<file path="src/rtl/lsm_pkg.sv">
// Shared constants, codes and control structs for the bounded LIFO stack block.
// Used by lsm_ctrl, lsm_dp and lifo_stack_with_search_min_max; depends on nothing.
package lsm_pkg;

    localparam int DEPTH      = 1024;
    localparam int DATA_WIDTH = 32;
    localparam int ADDR_W     = $clog2(DEPTH);
    localparam int CNT_W      = $clog2(DEPTH + 1);

    // Field widths on the ports.
    localparam int ACT_W      = 3;
    localparam int VALUE_W    = 32;
    localparam int STATUS_W   = 2;
    localparam int RESULT_W   = 32;
    localparam int OUT_CNT_W  = 11;
    localparam int S_DATA_W   = 40;
    localparam int M_DATA_W   = 48;

    typedef logic [ACT_W-1:0]    action_t;
    typedef logic [STATUS_W-1:0] status_t;

    localparam action_t ACT_PUSH   = 3'd0;
    localparam action_t ACT_POP    = 3'd1;
    localparam action_t ACT_SEARCH = 3'd2;
    localparam action_t ACT_MAX    = 3'd3;
    localparam action_t ACT_MIN    = 3'd4;

    localparam status_t STAT_OK    = 2'd0;
    localparam status_t STAT_FULL  = 2'd1;
    localparam status_t STAT_EMPTY = 2'd2;

    typedef enum logic [1:0] {
        CS_IDLE,
        CS_SCAN,
        CS_DRAIN,
        CS_FINISH
    } ctrl_state_t;

    // Commands from the controller to the datapath.
    typedef struct packed {
        logic start;     // take the input beat and run push or pop at once
        logic rd_en;     // read the next stored entry for a scan
        logic load_out;  // move the result into the output register
    } lsm_cmd_t;

    // Status from the datapath to the controller.
    typedef struct packed {
        logic scan_go;   // the incoming action needs a walk over the entries
        logic scan_last; // the current scan read is the topmost entry
    } lsm_stat_t;

endpackage

</file>
<file path="src/rtl/lsm_ctrl.sv">
// Controller state machine of the LIFO stack: input handshake, scan sequencing
// and the output valid flag. Depends on lsm_pkg.
module lsm_ctrl (
    input  logic              aclk,
    input  logic              aresetn,
    input  logic              s_tvalid,
    output logic              s_tready,
    output logic              m_tvalid,
    input  logic              m_tready,
    output lsm_pkg::lsm_cmd_t cmd,
    input  lsm_pkg::lsm_stat_t stat
);
    import lsm_pkg::*;

    ctrl_state_t state_reg, state_next;
    logic        m_tvalid_reg, m_tvalid_next;

    always_ff @(posedge aclk) begin
        if (!aresetn) begin
            state_reg    <= CS_IDLE;
            m_tvalid_reg <= 1'b0;
        end else begin
            state_reg    <= state_next;
            m_tvalid_reg <= m_tvalid_next;
        end
    end

    always_comb begin
        state_next   = state_reg;
        cmd          = '0;
        s_tready     = 1'b0;
        case (state_reg)
            CS_IDLE: begin
                // Nothing is taken while reset is held.
                s_tready = aresetn;
                if (s_tvalid && aresetn) begin
                    cmd.start  = 1'b1;
                    state_next = stat.scan_go ? CS_SCAN : CS_FINISH;
                end
            end
            CS_SCAN: begin
                cmd.rd_en = 1'b1;
                if (stat.scan_last) begin
                    state_next = CS_DRAIN;
                end
            end
            CS_DRAIN: begin
                // The last read word is compared in this cycle.
                state_next = CS_FINISH;
            end
            CS_FINISH: begin
                if (!m_tvalid_reg || m_tready) begin
                    cmd.load_out = 1'b1;
                    state_next   = CS_IDLE;
                end
            end
            default: begin
                state_next = CS_IDLE;
            end
        endcase

        m_tvalid_next = m_tvalid_reg;
        if (cmd.load_out) begin
            m_tvalid_next = 1'b1;
        end else if (m_tready) begin
            m_tvalid_next = 1'b0;
        end
    end

    assign m_tvalid = m_tvalid_reg;

    // A new result is only loaded when the previous one has left or is leaving.
    a_no_overwrite: assert property (@(posedge aclk) disable iff (!aresetn)
        cmd.load_out |-> (!m_tvalid_reg || m_tready))
        else $error("result register overwritten while still held");

    // A scan always passes through the drain cycle before the result is loaded.
    a_drain_then_finish: assert property (@(posedge aclk) disable iff (!aresetn)
        (state_reg == CS_DRAIN) |=> (state_reg == CS_FINISH))
        else $error("drain cycle not followed by finish");

endmodule

</file>
<file path="config.mk">
export PLATFORM = sky130hd
export DESIGN_NAME = lsm_ctrl
export DESIGN_NICKNAME = d
export VERILOG_FILES = /design/src/rtl/lsm_pkg.sv /design/src/rtl/lsm_ctrl.sv
export SDC_FILE = /design/constraint.sdc
export NUM_CORES = 1
export LEC_CHECK = 0
export BUFFER_PORTS_ARGS = -buffer_cell sky130_fd_sc_hd__clkbuf_2
export CAP_MARGIN = 20
export CORE_AREA = 4 4 41 43
export CTS_CLUSTER_DIAMETER = 80
export DETAILED_ROUTE_END_ITERATION = 12
export DIE_AREA = 0 0 45 47
export GPL_ROUTABILITY_DRIVEN = 0
export MAX_ROUTING_LAYER = met4
export SLEW_MARGIN = 20
export SYNTH_ARGS = -nofsm -noshare
export SYNTH_HDL_FRONTEND = slang
export SYNTH_SLANG_ARGS = --single-unit
</file>
<file path="constraint.sdc">
create_clock -name aclk -period 1.6 [get_ports aclk]
set_clock_uncertainty 0.1 [all_clocks]
set_input_delay 0.08 -clock aclk [delete_from_list [all_inputs] [get_ports aclk]]
set_output_delay 0.08 -clock aclk [all_outputs]
set_load 0.05 [all_outputs]
</file>
### After elaboration in Yosys (flattened, before gate mapping)

Cells that the tools add are included.

| storage, ports and cells | value |
|---|---|
| output and inout port bits | 5 |
| register bits | 3 |
| word-level logic and storage cells | 27 |
| input bits | 6 |

| cells by class | value |
|---|---|
| equal/unequal tests | 6 |
| multiplexer cells | 13 |
| reduce and logical (&&, ||, !) cells | 6 |

Operator list:

| kind | number |
|---|---|
| $mux 1 | 8 |
| $mux 2 | 4 |
| $pmux 2 s4 | 1 |
| $ne 2x2->1 const B | 3 |
| $eq 2x2->1 const B | 2 |
| $reduce_and 3->1 | 1 |
| $eq 2x1->1 const B | 1 |
| $logic_not 2->1 | 1 |
| $reduce_bool 2->1 | 1 |
| $logic_and 1x1->1 | 1 |
| $logic_not 1->1 | 1 |
| $logic_or 1x1->1 | 1 |

### Depth between registers and ports, before layout

| logic depth | value |
|---|---|
| depth in word-level cells | 5 |
| gate-level depth with buffers | 5 |
| mapped depth without buffers | 5 |

### Least setup slack after synthesis

OpenSTA, ideal clock, no wires.

| timing | value |
|---|---|
| path kind | reg-to-reg |
| start point | register state_reg[1] |
| end point | register state_reg[0] |
| clock period less this slack | 1.660 ns |
| path slack | -0.060 ns |
| buffers on the path | 0 |
| arrival time | 1.488 ns |
| required time | 1.428 ns |
| library setup time | 0.072 ns |
| cell stages (with the launch flop) | 5 |
| cell sequence | dfxtp_1 inv_1 ha_1 a222oi_1 mux2i_1 |

| between the ends | value |
|---|---|
| longest elaborated chain between the ends | 3 |
| elaborated cells on any way between the ends | 9 |
| those cells by class | eq/ne (6); mux (1); reduce/logical (2) |

Ends and longest elaborated chain:

| element | line | RTL |
|---|---|---|
| from (decl) | lsm_ctrl.sv:15 | `ctrl_state_t state_reg, state_next;` |
| from (signal assigned) | lsm_ctrl.sv:23 | `state_reg <= state_next;` |
| $eq 2x2->1 (tied with other cells) | lsm_ctrl.sv:32 | `case (state_reg)` |
| $ne 2x2->1 (no line) | -- |  |
| $reduce_and 3->1 (no line) | -- |  |

Parallel ways exist; a longest one is shown, timed or not.
A chain may end at the register's enable or synchronous reset.

### Final worst setup path

Ends and elaborated chain as after synthesis.

==> results.toml <==
[status]
status = "completed"

[global_routing]
grt_usage_pct = 5.46
grt_util_met1_pct = 5.90
use_met3_pct = 7.28
grt_start_max_net_pins = 8
grtUsageMet2_pct = 6.21
grt_overflow = 0
antenna_found_initial = 0
grt_pass1_vias = 179
grt_pass1_wl_um = 710
busiest_layer = "met3"

[floorplanning]
ios = 11
rows = 13
core_area_um2 = 1300
initial_core_util_pct = 18.8
die_area_um2 = 2120
die_h_um = 47
die_x_um = 45

[power]
p_per_area_nw_per_um2 = 1820
ir_worst_vdd_uv = 548
total_leakage_power_nw = 0.198
p_total_mw = 0.664

[route]
dr_total_vias = 223
detail_route.wirelength_um = 516
drt_pass1_iterations = 4
wire_per_inst_um = 8.75
post-route-drc-count = 0
antenna_left = 0
drt_iter0_drc = 4
vias_per_cell = 3.78

[placement]
dp.cells = 55
dp_worst_setup_slack_ps = 155
portBuffers = 10
place_area_um2 = 338

[yosys]
ys_ff_latch = 3
synthCells = 27
synth_common_cells = "ha_1 (5), inv_1 (4), dfxtp_1 (3)"
async_reset_ff_share_pct = 0
synthDistinctLibCells = 14
synth_ff_type = "dfxtp_1"
yosysTopAreaCell = "ha_1"
synth_edf_count = 0
yosysMostFrequentCell = "ha_1"
ys_seq_area_share_pct = 24.6
synthesis.nets = 38
synth_largest_type_area_fraction_pct = 25.6
ys_warn_count = 0
syn_area_per_cell_um2 = 9.04
synthesis.area_um2 = 244
synth_area_leaders = "ha_1 (26%), dfxtp_1 (25%), mux2i_1 (8.2%)"

[cells_and_area]
largest_reg_flops = 2
drive_above_1_share_pct = 47.7
final_cells = 59
stdcell_area_um2 = 364
nFillCells = 149
area_growth_pct = 49.2
diodes = 0
final_nets = 56

[clock_tree]
cts_setup_buffers = 0
cts_hold_buf = 0
cts.sink_count = 3
post_cts_resized = 0
numCtsBuffers = 3
clk_path_buf_depth = 2
clk_pin_slew_worst_paths_ps = 30
htreeDepth = 1
worstSkewPairLatency_ps = 230
cts_root_buffer = "clkbuf_4"
cts_tree = "yes"

[sta]
tightest_slew_ps = 280
fin_crit_sh_pct = 90.0
setup_tns_ps = 0
hold_viol = 0
setup_slack_ps = 160
max_freq_mhz = 695
period_minus_slack_ps = 1440
rsz0062_at_grt = "no"
max_slew_margin_pct = 81.3
setup_violations = 0
slew_violations = 0

[critical_path]
worstPathRequired_ps = 1660
critical_path_class = "register to register"
arrival_ps = 1500
cp_num_buf_inv = 2
endpoint_kind = "register"
crit_family = "flip-flops"
startpoint_type = "register"
cpMaxStageDelayCell = "dfxtp_1"
cpPeakStageDelay_ps = 320
cp_max_fo = 3
crit_chain = "inv_1 -> ha_1 -> a222oi_1 -> buf_4 -> mux2i_1"

[min_path]
hp-class = "primary input to register"

[run]
maxCapViolCount = 0
path summary, 6_finish.rpt:
path                startpoint      endpoint  slack [ps]  depth (start not counted)
setup reg to reg  state_reg[1]  state_reg[0]         160                          5
hold reg to reg   state_reg[1]  state_reg[1]         490                          3
setup / recovery  state_reg[1]  state_reg[0]         160                          5
hold / removal         aresetn      m_tvalid          50                          2
final cells by class:
cell class	count	area, um2	area share [%]
Clock buffer	4	26.3	7.22
Inverter	4	15.0	4.12
Multi-Input combinational cell	19	164	45.0
Sequential cell	3	60.1	16.5
Tap cell	15	18.8	5.15
Timing Repair Buffer	14	80.1	22.0
metal layers:
metal	share of wire, %	wire length [um]
met4	0	0
met2	31	162
met1	50	257
met5	0	0
met3	18	95
report_power, final:
group	total [mW]	leakage, nW	internal, mW	switching, mW
sequential	0.111	0.0247	0.101	0.0102
combinational	0.424	0.158	0.174	0.250
clock	0.129	0.0150	0.0932	0.0357
total	0.664	0.198	0.368	0.296
metrics by stage:
stage,hold slack [ps],utilization [%]
2_1_floorplan,97.6,-
3_3_place_gp,285,26.0
3_5_place_dp,291,26.0
4_1_cts,48.6,28.0
5_1_grt,66.2,28.0
6_report,47.8,28.0
layout by cell type (no fill, tap or decap), types with 2 or more instances in the layout:
cell	count
buf_4	4
clkbuf_2	10
clkbuf_4	3
dfxtp_1	3
ha_1	4
inv_1	4
mux2i_1	2
nand2_1	2
nor2b_1	2
o21ai_0	2
cell families after synthesis:
family | share of synthesized area [%]
AOI/OAI and AO/OA | 11.3
adders and majority gates | 25.6
buffers and inverters | 9.23
DFF | 24.6
muxes | 8.21
and+or+nand+nor | 21.0
No activity file was read; power rests on OpenSTA's default activity.
